## src/rtl/core/tfcu_pkg.sv

```systemverilog
package tfcu_pkg;

	// Default geometry
	localparam int SENSOR_COLS_DEF = 32;
	localparam int SENSOR_ROWS_DEF = 24;
	localparam int REPEAT_X_DEF    = 4;
	localparam int REPEAT_Y_DEF    = 4;
	localparam int OUT_COLS_DEF    = 128;
	localparam int OUT_ROWS_DEF    = 96;

	// Field widths
	localparam int TEMP_W   = 16;
	localparam int LIMIT_W  = 10;
	localparam int CHAN_W   = 8;
	localparam int OUT_X_W  = 7;
	localparam int OUT_Y_W  = 7;

	// Output positions before masking and clip limits hold up to 4095
	localparam int POS_W    = 12;
	// Block repeat counts hold 0..15
	localparam int REP_W    = 4;

	// Register map
	localparam int PADDR_W  = 3;
	localparam int PDATA_W  = 32;
	localparam logic [0:0] REG_LOWER = 1'b0;
	localparam logic [0:0] REG_UPPER = 1'b1;
	localparam logic [LIMIT_W-1:0] LOWER_RESET = 10'd200;
	localparam logic [LIMIT_W-1:0] UPPER_RESET = 10'd400;

	// Jet offsets for red, green, blue
	localparam logic [9:0] JET_K_RED   = 10'd765;
	localparam logic [9:0] JET_K_GREEN = 10'd510;
	localparam logic [9:0] JET_K_BLUE  = 10'd255;

	// One scaled sample handed from front to back
	typedef struct packed {
		logic [POS_W-1:0]  base_x;
		logic [POS_W-1:0]  base_y;
		logic [REP_W-1:0]  cnt_x;
		logic [REP_W-1:0]  cnt_y;
		logic [CHAN_W-1:0] red;
		logic [CHAN_W-1:0] green;
		logic [CHAN_W-1:0] blue;
	} blk_t;

	// 382 - |4*idx - k|, clamped to 0..255
	function automatic logic [CHAN_W-1:0] jet_channel(input logic [7:0] idx,
			input logic [9:0] k);
		logic signed [11:0] d;
		logic signed [11:0] v;
		logic [CHAN_W-1:0] res;
		d = $signed({2'b00, idx, 2'b00}) - $signed({2'b00, k});
		if (d < 0) begin
			d = -d;
		end
		v = 12'sd382 - d;
		if (v < 0) begin
			res = '0;
		end else if (v > 12'sd255) begin
			res = 8'd255;
		end else begin
			res = v[CHAN_W-1:0];
		end
		return res;
	endfunction

	// Number of block pixels inside the output image along one axis
	function automatic logic [REP_W-1:0] clip_count(input logic [POS_W-1:0] base,
			input logic [POS_W-1:0] limit, input logic [REP_W-1:0] rep);
		logic [POS_W-1:0] room;
		logic [REP_W-1:0] res;
		room = limit - base;
		if (base >= limit) begin
			res = '0;
		end else if (room >= {{(POS_W-REP_W){1'b0}}, rep}) begin
			res = rep;
		end else begin
			res = room[REP_W-1:0];
		end
		return res;
	endfunction

endpackage

```

## src/rtl/core/tfcu_front.sv

```systemverilog
module tfcu_front import tfcu_pkg::*; #(
	parameter int SENSOR_COLS = SENSOR_COLS_DEF,
	parameter int SENSOR_ROWS = SENSOR_ROWS_DEF,
	parameter int REPEAT_X    = REPEAT_X_DEF,
	parameter int REPEAT_Y    = REPEAT_Y_DEF,
	parameter int OUT_COLS    = OUT_COLS_DEF,
	parameter int OUT_ROWS    = OUT_ROWS_DEF
) (
	input  logic                      clk,
	input  logic                      arst_n,
	input  logic [LIMIT_W-1:0]        lower_limit,
	input  logic [LIMIT_W-1:0]        upper_limit,
	input  logic                      temperature_valid,
	output logic                      temperature_ready,
	input  logic signed [TEMP_W-1:0]  temperature,
	output blk_t                      blk,
	output logic                      blk_valid,
	input  logic                      blk_ready
);

	localparam int COL_W = (SENSOR_COLS > 1) ? $clog2(SENSOR_COLS) : 1;
	localparam int ROW_W = (SENSOR_ROWS > 1) ? $clog2(SENSOR_ROWS) : 1;

	localparam logic [2:0] ST_IDLE = 3'd0;
	localparam logic [2:0] ST_CALC = 3'd1;
	localparam logic [2:0] ST_SAT  = 3'd2;
	localparam logic [2:0] ST_DIV  = 3'd3;
	localparam logic [2:0] ST_PUSH = 3'd4;

	logic [2:0]               state_q;
	logic signed [TEMP_W-1:0] temp_q;
	logic [22:0]              rem_q;
	logic [22:0]              dsr_q;
	logic [13:0]              den_q;
	logic [2:0]               step_q;
	logic [7:0]               idx_q;
	logic [COL_W-1:0]         col_q;
	logic [ROW_W-1:0]         row_q;

	logic [13:0]        lo_w;
	logic [13:0]        hi_w;
	logic signed [17:0] num_w;
	logic [22:0]        prod_w;
	logic               sat_w;
	logic               ge_w;
	logic [22:0]        rem_sub_w;
	logic [POS_W-1:0]   base_x_w;
	logic [POS_W-1:0]   base_y_w;
	logic [REP_W-1:0]   cnt_x_w;
	logic [REP_W-1:0]   cnt_y_w;
	logic               empty_w;

	assign lo_w   = ({4'd0, lower_limit} << 3) + ({4'd0, lower_limit} << 1);
	assign hi_w   = ({4'd0, upper_limit} << 3) + ({4'd0, upper_limit} << 1);
	assign num_w  = {{2{temp_q[TEMP_W-1]}}, temp_q} - $signed({4'd0, lo_w});
	// num is below 2^15 whenever it is positive
	assign prod_w = ({8'd0, num_w[14:0]} << 8) - {8'd0, num_w[14:0]};
	assign sat_w  = rem_q >= {1'b0, den_q, 8'd0};
	assign ge_w   = rem_q >= dsr_q;
	assign rem_sub_w = rem_q - dsr_q;

	assign base_x_w = POS_W'(col_q) * POS_W'(REPEAT_X);
	assign base_y_w = POS_W'(row_q) * POS_W'(REPEAT_Y);
	assign cnt_x_w  = clip_count(base_x_w, POS_W'(OUT_COLS), REP_W'(REPEAT_X));
	assign cnt_y_w  = clip_count(base_y_w, POS_W'(OUT_ROWS), REP_W'(REPEAT_Y));
	assign empty_w  = (cnt_x_w == '0) || (cnt_y_w == '0);

	assign temperature_ready = (state_q == ST_IDLE);
	assign blk_valid = (state_q == ST_PUSH) && !empty_w;

	always_comb begin
		blk.base_x = base_x_w;
		blk.base_y = base_y_w;
		blk.cnt_x  = cnt_x_w;
		blk.cnt_y  = cnt_y_w;
		blk.red    = jet_channel(idx_q, JET_K_RED);
		blk.green  = jet_channel(idx_q, JET_K_GREEN);
		blk.blue   = jet_channel(idx_q, JET_K_BLUE);
	end

	always_ff @(posedge clk or negedge arst_n) begin
		if (!arst_n) begin
			state_q <= ST_IDLE;
			col_q   <= '0;
			row_q   <= '0;
		end else begin
			unique case (state_q)
				ST_IDLE: begin
					if (temperature_valid) begin
						state_q <= ST_CALC;
					end
				end
				ST_CALC: begin
					if (hi_w <= lo_w || num_w <= 0) begin
						state_q <= ST_PUSH;
					end else begin
						state_q <= ST_SAT;
					end
				end
				ST_SAT: begin
					state_q <= sat_w ? ST_PUSH : ST_DIV;
				end
				ST_DIV: begin
					if (step_q == '0) begin
						state_q <= ST_PUSH;
					end
				end
				ST_PUSH: begin
					if (empty_w || blk_ready) begin
						state_q <= ST_IDLE;
						if (col_q == COL_W'(SENSOR_COLS - 1)) begin
							col_q <= '0;
							row_q <= (row_q == ROW_W'(SENSOR_ROWS - 1)) ? '0 : row_q + 1'b1;
						end else begin
							col_q <= col_q + 1'b1;
						end
					end
				end
				default: state_q <= ST_IDLE;
			endcase
		end
	end

	always_ff @(posedge clk) begin
		unique case (state_q)
			ST_IDLE: begin
				temp_q <= temperature;
			end
			ST_CALC: begin
				rem_q <= prod_w;
				den_q <= hi_w - lo_w;
				if (hi_w <= lo_w) begin
					idx_q <= num_w[17] ? 8'd0 : 8'd255;
				end else begin
					idx_q <= 8'd0;
				end
			end
			ST_SAT: begin
				dsr_q  <= {2'b00, den_q, 7'd0};
				step_q <= 3'd7;
				idx_q  <= sat_w ? 8'd255 : 8'd0;
			end
			ST_DIV: begin
				if (ge_w) begin
					rem_q <= rem_sub_w;
				end
				dsr_q  <= dsr_q >> 1;
				step_q <= step_q - 1'b1;
				idx_q  <= {idx_q[6:0], ge_w};
			end
			ST_PUSH: begin
				idx_q <= idx_q;
			end
			default: begin
				idx_q <= idx_q;
			end
		endcase
	end

endmodule

```

## src/rtl/core/tfcu_queue.sv

```systemverilog
module tfcu_queue import tfcu_pkg::*; (
	input  logic clk,
	input  logic arst_n,
	input  blk_t push_blk,
	input  logic push_valid,
	output logic push_ready,
	output blk_t pop_blk,
	output logic pop_valid,
	input  logic pop_ready
);

	logic [1:0] count_q;
	logic       wr_ptr_q;
	logic       rd_ptr_q;
	blk_t       entry_q [2];
	logic       do_push;
	logic       do_pop;

	assign push_ready = (count_q != 2'd2);
	assign pop_valid  = (count_q != 2'd0);
	assign pop_blk    = entry_q[rd_ptr_q];
	assign do_push    = push_valid && push_ready;
	assign do_pop     = pop_valid && pop_ready;

	always_ff @(posedge clk or negedge arst_n) begin
		if (!arst_n) begin
			count_q  <= '0;
			wr_ptr_q <= 1'b0;
			rd_ptr_q <= 1'b0;
		end else begin
			if (do_push) begin
				wr_ptr_q <= ~wr_ptr_q;
			end
			if (do_pop) begin
				rd_ptr_q <= ~rd_ptr_q;
			end
			if (do_push && !do_pop) begin
				count_q <= count_q + 1'b1;
			end else if (do_pop && !do_push) begin
				count_q <= count_q - 1'b1;
			end
		end
	end

	always_ff @(posedge clk) begin
		if (do_push) begin
			entry_q[wr_ptr_q] <= push_blk;
		end
	end

endmodule

```

## src/rtl/core/tfcu_back.sv

```systemverilog
module tfcu_back import tfcu_pkg::*; (
	input  logic               clk,
	input  logic               arst_n,
	input  blk_t               blk,
	input  logic               blk_valid,
	output logic               blk_pop,
	output logic               pixel_valid,
	input  logic               pixel_ready,
	output logic [OUT_X_W-1:0] pixel_x,
	output logic [OUT_Y_W-1:0] pixel_y,
	output logic [CHAN_W-1:0]  red,
	output logic [CHAN_W-1:0]  green,
	output logic [CHAN_W-1:0]  blue,
	output logic               block_last
);

	logic [REP_W-1:0] dx_q;
	logic [REP_W-1:0] dy_q;
	logic             valid_q;
	logic             adv_w;
	logic             fire_w;
	logic             last_x_w;
	logic             last_w;
	logic [POS_W-1:0] px_w;
	logic [POS_W-1:0] py_w;

	assign adv_w    = !valid_q || pixel_ready;
	assign fire_w   = adv_w && blk_valid;
	assign last_x_w = (dx_q == blk.cnt_x - 1'b1);
	assign last_w   = last_x_w && (dy_q == blk.cnt_y - 1'b1);
	assign blk_pop  = fire_w && last_w;
	assign px_w     = blk.base_x + POS_W'(dx_q);
	assign py_w     = blk.base_y + POS_W'(dy_q);
	assign pixel_valid = valid_q;

	always_ff @(posedge clk or negedge arst_n) begin
		if (!arst_n) begin
			valid_q <= 1'b0;
			dx_q    <= '0;
			dy_q    <= '0;
		end else begin
			if (adv_w) begin
				valid_q <= blk_valid;
			end
			if (fire_w) begin
				if (last_x_w) begin
					dx_q <= '0;
					dy_q <= last_w ? '0 : dy_q + 1'b1;
				end else begin
					dx_q <= dx_q + 1'b1;
				end
			end
		end
	end

	always_ff @(posedge clk) begin
		if (fire_w) begin
			pixel_x    <= px_w[OUT_X_W-1:0];
			pixel_y    <= py_w[OUT_Y_W-1:0];
			red        <= blk.red;
			green      <= blk.green;
			blue       <= blk.blue;
			block_last <= last_w;
		end
	end

endmodule

```

## src/rtl/core/thermal_false_color_upscaler_unit.sv

```systemverilog
// Thermal false-color upscaler.
// Input channel (temperature_valid/ready, temperature): one signed sensor sample
// per request, hundredths of a degree, in raster order over the sensor grid.
// Output channel (pixel_valid/ready): one request per emitted output pixel with
// its column, row, jet color and a block_last flag on the last pixel of a sample.
// APB port: register 0 (address 0) lower_limit, register 1 (address 4)
// upper_limit, both in tenths of a degree, pready always high.
// Front: a sample passes accept, scale and hand-off when the index is
// settled at once, adds a clamp check when it saturates, and adds the clamp
// check and the 8-step restoring divider when the index needs division; each
// block then passes through the queue to the output register.
// The back end emits one pixel per cycle while the receiver is ready, and the
// front can scale the next sample while the back end still walks a block.
// A fully clipped block emits nothing, though the grid position still advances.
// Reset clears the grid position, the queue and the output valid, and loads
// the limits with 20.0 and 40.0 degrees.
// When the receiver stalls, the output register holds, then the two-entry queue
// fills, then the front stops taking samples.
module thermal_false_color_upscaler_unit import tfcu_pkg::*; #(
	parameter int SENSOR_COLS = SENSOR_COLS_DEF,
	parameter int SENSOR_ROWS = SENSOR_ROWS_DEF,
	parameter int REPEAT_X    = REPEAT_X_DEF,
	parameter int REPEAT_Y    = REPEAT_Y_DEF,
	parameter int OUT_COLS    = OUT_COLS_DEF,
	parameter int OUT_ROWS    = OUT_ROWS_DEF
) (
	input  logic                     clk,
	input  logic                     arst_n,
	input  logic                     psel,
	input  logic                     penable,
	input  logic                     pwrite,
	input  logic [PADDR_W-1:0]       paddr,
	input  logic [PDATA_W-1:0]       pwdata,
	output logic [PDATA_W-1:0]       prdata,
	output logic                     pready,
	input  logic                     temperature_valid,
	output logic                     temperature_ready,
	input  logic signed [TEMP_W-1:0] temperature,
	output logic                     pixel_valid,
	input  logic                     pixel_ready,
	output logic [OUT_X_W-1:0]       pixel_x,
	output logic [OUT_Y_W-1:0]       pixel_y,
	output logic [CHAN_W-1:0]        red,
	output logic [CHAN_W-1:0]        green,
	output logic [CHAN_W-1:0]        blue,
	output logic                     block_last
);

	logic [LIMIT_W-1:0] lower_q;
	logic [LIMIT_W-1:0] upper_q;
	logic               wr_en;
	logic [0:0]         reg_idx;

	blk_t front_blk;
	logic front_valid;
	logic front_ready;
	blk_t head_blk;
	logic head_valid;
	logic head_pop;

	// Register file: word index from paddr, byte offset ignored
	assign pready  = 1'b1;
	assign reg_idx = paddr[2:2];
	assign wr_en   = psel && penable && pwrite;

	always_comb begin
		unique case (reg_idx)
			REG_LOWER: prdata = {{(PDATA_W-LIMIT_W){1'b0}}, lower_q};
			REG_UPPER: prdata = {{(PDATA_W-LIMIT_W){1'b0}}, upper_q};
			default:   prdata = '0;
		endcase
	end

	always_ff @(posedge clk or negedge arst_n) begin
		if (!arst_n) begin
			lower_q <= LOWER_RESET;
			upper_q <= UPPER_RESET;
		end else if (wr_en) begin
			unique case (reg_idx)
				REG_LOWER: lower_q <= pwdata[LIMIT_W-1:0];
				REG_UPPER: upper_q <= pwdata[LIMIT_W-1:0];
				default:   lower_q <= lower_q;
			endcase
		end
	end

	// Front: accept a sample, scale it to a color index, clip its block
	tfcu_front #(
		.SENSOR_COLS (SENSOR_COLS),
		.SENSOR_ROWS (SENSOR_ROWS),
		.REPEAT_X    (REPEAT_X),
		.REPEAT_Y    (REPEAT_Y),
		.OUT_COLS    (OUT_COLS),
		.OUT_ROWS    (OUT_ROWS)
	) u_front (
		.clk               (clk),
		.arst_n            (arst_n),
		.lower_limit       (lower_q),
		.upper_limit       (upper_q),
		.temperature_valid (temperature_valid),
		.temperature_ready (temperature_ready),
		.temperature       (temperature),
		.blk               (front_blk),
		.blk_valid         (front_valid),
		.blk_ready         (front_ready)
	);

	// Queue: decouple scaling from pixel emission
	tfcu_queue u_queue (
		.clk        (clk),
		.arst_n     (arst_n),
		.push_blk   (front_blk),
		.push_valid (front_valid),
		.push_ready (front_ready),
		.pop_blk    (head_blk),
		.pop_valid  (head_valid),
		.pop_ready  (head_pop)
	);

	// Back: walk the visible part of each block, one pixel per cycle while pixel_ready is high
	tfcu_back u_back (
		.clk         (clk),
		.arst_n      (arst_n),
		.blk         (head_blk),
		.blk_valid   (head_valid),
		.blk_pop     (head_pop),
		.pixel_valid (pixel_valid),
		.pixel_ready (pixel_ready),
		.pixel_x     (pixel_x),
		.pixel_y     (pixel_y),
		.red         (red),
		.green       (green),
		.blue        (blue),
		.block_last  (block_last)
	);

endmodule

```

## config.mk

```make
export PLATFORM = sky130hd
export DESIGN_NAME = thermal_false_color_upscaler_unit
export DESIGN_NICKNAME = d
export VERILOG_FILES = /design/src/rtl/core/tfcu_pkg.sv /design/src/rtl/core/tfcu_front.sv /design/src/rtl/core/tfcu_queue.sv /design/src/rtl/core/tfcu_back.sv /design/src/rtl/core/thermal_false_color_upscaler_unit.sv
export SDC_FILE = /design/constraint.sdc
export NUM_CORES = 1
export LEC_CHECK = 0
export BUFFER_PORTS_ARGS = -buffer_cell sky130_fd_sc_hd__buf_2
export CAP_MARGIN = 10
export CORE_ASPECT_RATIO = 1.1
export CORE_MARGIN = 4
export CORE_UTILIZATION = 50
export CTS_BUF_LIST = sky130_fd_sc_hd__clkbuf_16
export CTS_CLUSTER_SIZE = 16
export DETAILED_ROUTE_END_ITERATION = 10
export PLACE_DENSITY = 0.68
export SLEW_MARGIN = 10
export SYNTH_ARGS = -nofsm -noshare
export SYNTH_HDL_FRONTEND = slang
export SYNTH_HIERARCHICAL = 1
export SYNTH_SLANG_ARGS = --single-unit
```

## constraint.sdc

```tcl
create_clock -name clk -period 6.2 [get_ports clk]
set_clock_uncertainty 0.15 [all_clocks]
set_input_delay 0.31 -clock clk [delete_from_list [all_inputs] [get_ports clk]]
set_output_delay 0.31 -clock clk [all_outputs]
set_load 0.01 [all_outputs]
```

==> out/qor.yml <==
run_status:
  run_status: "complete, no violations"
critical_path:
  worstSetupPathType: "reg -> reg"
  cp.required_ps: 6330
  worst_ep_arrival_time_ps: 5840
  end_kind: "flop"
  crit_fanout: 5
  start_kind: "flop"
clocking:
  clockBufferDepth: 3
  cts_made_buffers: 28
  cts.sinks: 261
  cts_setup_buffers: 0
  h-tree-depth: 1
  clkLatencyLatePin_ps: 540
  clk_pin_slew_ps: 60
  clockRootBuffer: "clkbuf_16"
  cts_tree: "built"
layout:
  fillers: 2677
  nNetsFinal: 1690
  num_antenna_cells: 0
  multi_input_area_sq_mm: 0.00773
  drive_above_1_share_pct: 18.7
  regArea_sq_mm: 0.00762
  syn2layout_area_growth_pct: 12.7
die:
  die_w_um: 179
  dieArea_sq_mm: 0.0349
  core.rowCount: 68
  die_height_um: 196
  coreArea_sq_mm: 0.0315
  start_util_pct: 50.8
  io_pins: 132
global_routing:
  antenna_found_initial: 0
  grt_overflow: 0
  track_usage_pct: 17.1
  grt_pass1_wl_um: 49900
  grt_pass1_vias: 10337
  grt_max_degree: 47
placed_design:
  dp_hpwl_um: 22200
  gp_congestion: 0.893
  port_buffers: 84
job:
  max_cap_viol_count: 0
min_path:
  hp-class: "in -> reg"
sta:
  rsz0062_at_grt: "false"
  max_clock_freq_mhz: 175
  max_slew.worst_pin.slew_ps: 1140
  drv_slew: 0
  setup_viol: 0
  finalSetupTns_ps: 0
  maxSlewHeadroom_pct: 23.9
  layout_min_cycle_time_ps: 5710
  fin_crit_sh_pct: 92.1
  finalHoldViolations: 0
routing:
  antenna_left: 0
  drc: 0
  routedWlPerCell_um: 15.6
  dr.first_iter.drc_count: 567
  vias_per_cell: 5.35
  vias: 10464
  drtPass1Iterations: 5
  routed_wl_um: 30500
yosys:
  netlist_instances: 1396
  yosys_warnings: 6
  synth.avg_cell_area_sq_um: 11.5
  netlist_area_sq_mm: 0.0160
==> critical path: stages (launching register included) <==
cell,delay (ps)
dfstp_2,580
ha_1,250
a21oi_2,210
nor2b_1,70
nor2_1,160
xor2_2,280
ha_1,330
o21ai_0,180
nand2b_1,160
and2_4,210
a31oi_4,280
a31oi_2,160
a2111oi_4,410
nor2_1,120
xnor2_2,150
ha_1,320
or2_2,280
a2111oi_0,410
a31oi_1,170
nor4b_2,330
xnor2_1,100
nand2_1,60
o21ai_1,60
==> worst paths after layout <==
kind | endpoint | startpoint | slack [ps] | cells after the start
worst max-delay path | u_front/rem_q[21]$_DFFE_PP_ | lower_q[3]$_DFFE_PN1P_ | 490 | 22
worst min-delay path | upper_q[6]$_DFFE_PN0P_ | pwrite | 230 | 3
worst max register to register | u_front/rem_q[21]$_DFFE_PP_ | lower_q[3]$_DFFE_PN1P_ | 490 | 22
worst min register to register | u_queue/count_q[1]$_DFFE_PN0P_ | u_queue/count_q[1]$_DFFE_PN0P_ | 340 | 1
max in group asynchronous | u_queue/rd_ptr_q$_DFFE_PN0P_ | arst_n | 5180 | 3
min in group asynchronous | upper_q[6]$_DFFE_PN0P_ | arst_n | 260 | 3
==> metrics by stage <==
stage               area, sq um  hold WS (ps)  instances  worst slack, ps  utilization (%)
floorplan                 16100          -136       1424              817                -
global route              18000           240       1957             62.4             57.3
finish                    18000           230       1957              487             57.3
global placement          16800           307       1876              440             53.2
detailed placement        16800           305       1876              296             53.2
CTS                       18000           205       1957              265             57.2
==> per-layer routing <==
metal	routed length (um)	part of all wire (%)	global-route usage, %
met1	13200	43	22.1
met2	14900	49	29.7
met3	1260	4.1	2.27
met4	1160	3.8	5.91
met5	0	0	0
==> layout make-up <==
class / instances / share of cell area, %
Clock inverter: 23 / 1.35
Tap cell: 420 / 2.91
Multi-Input combinational cell: 993 / 42.8
Inverter: 105 / 2.18
Timing Repair Buffer: 126 / 4.48
Clock buffer: 29 / 4.02
Sequential cell: 261 / 42.2
==> timing repair <==
action | 4_1_cts | 5_1_grt
setup endpoints to repair | 0 | 1
endpoints found under the hold margin | 78 | 0
hold buffers | 29 | 0
resized for setup | 0 | 3
==> placed cells by master, fill, tap and decap left out, types with 31 or more instances in the layout <==
cell type    n
nor2_1      63
ha_1       110
buf_2       84
xor2_1      45
inv_1      106
o21ai_0     78
a21o_1      40
mux2_4      40
dfrtp_1     39
xnor2_1     71
a21oi_1     79
nand2_1     99
edfxtp_1   215
conb_1      31
mux2_2      39
==> state kept, by name, summed over array words and instances (netlist names), 7 cells and up <==
signal,count
u_back/pixel_x,7
u_back/pixel_y,7
u_front/temp_q,16
u_back/green,8
u_back/red,8
u_front/idx_q,8
u_front/dsr_q,21
u_front/rem_q,23
lower_q,10
u_queue/entry_q,92
u_front/den_q,13
upper_q,10
u_back/blue,8
Power is not shown: default switching activity piles up to over one toggle a cycle in this logic, so the estimate is an artifact.
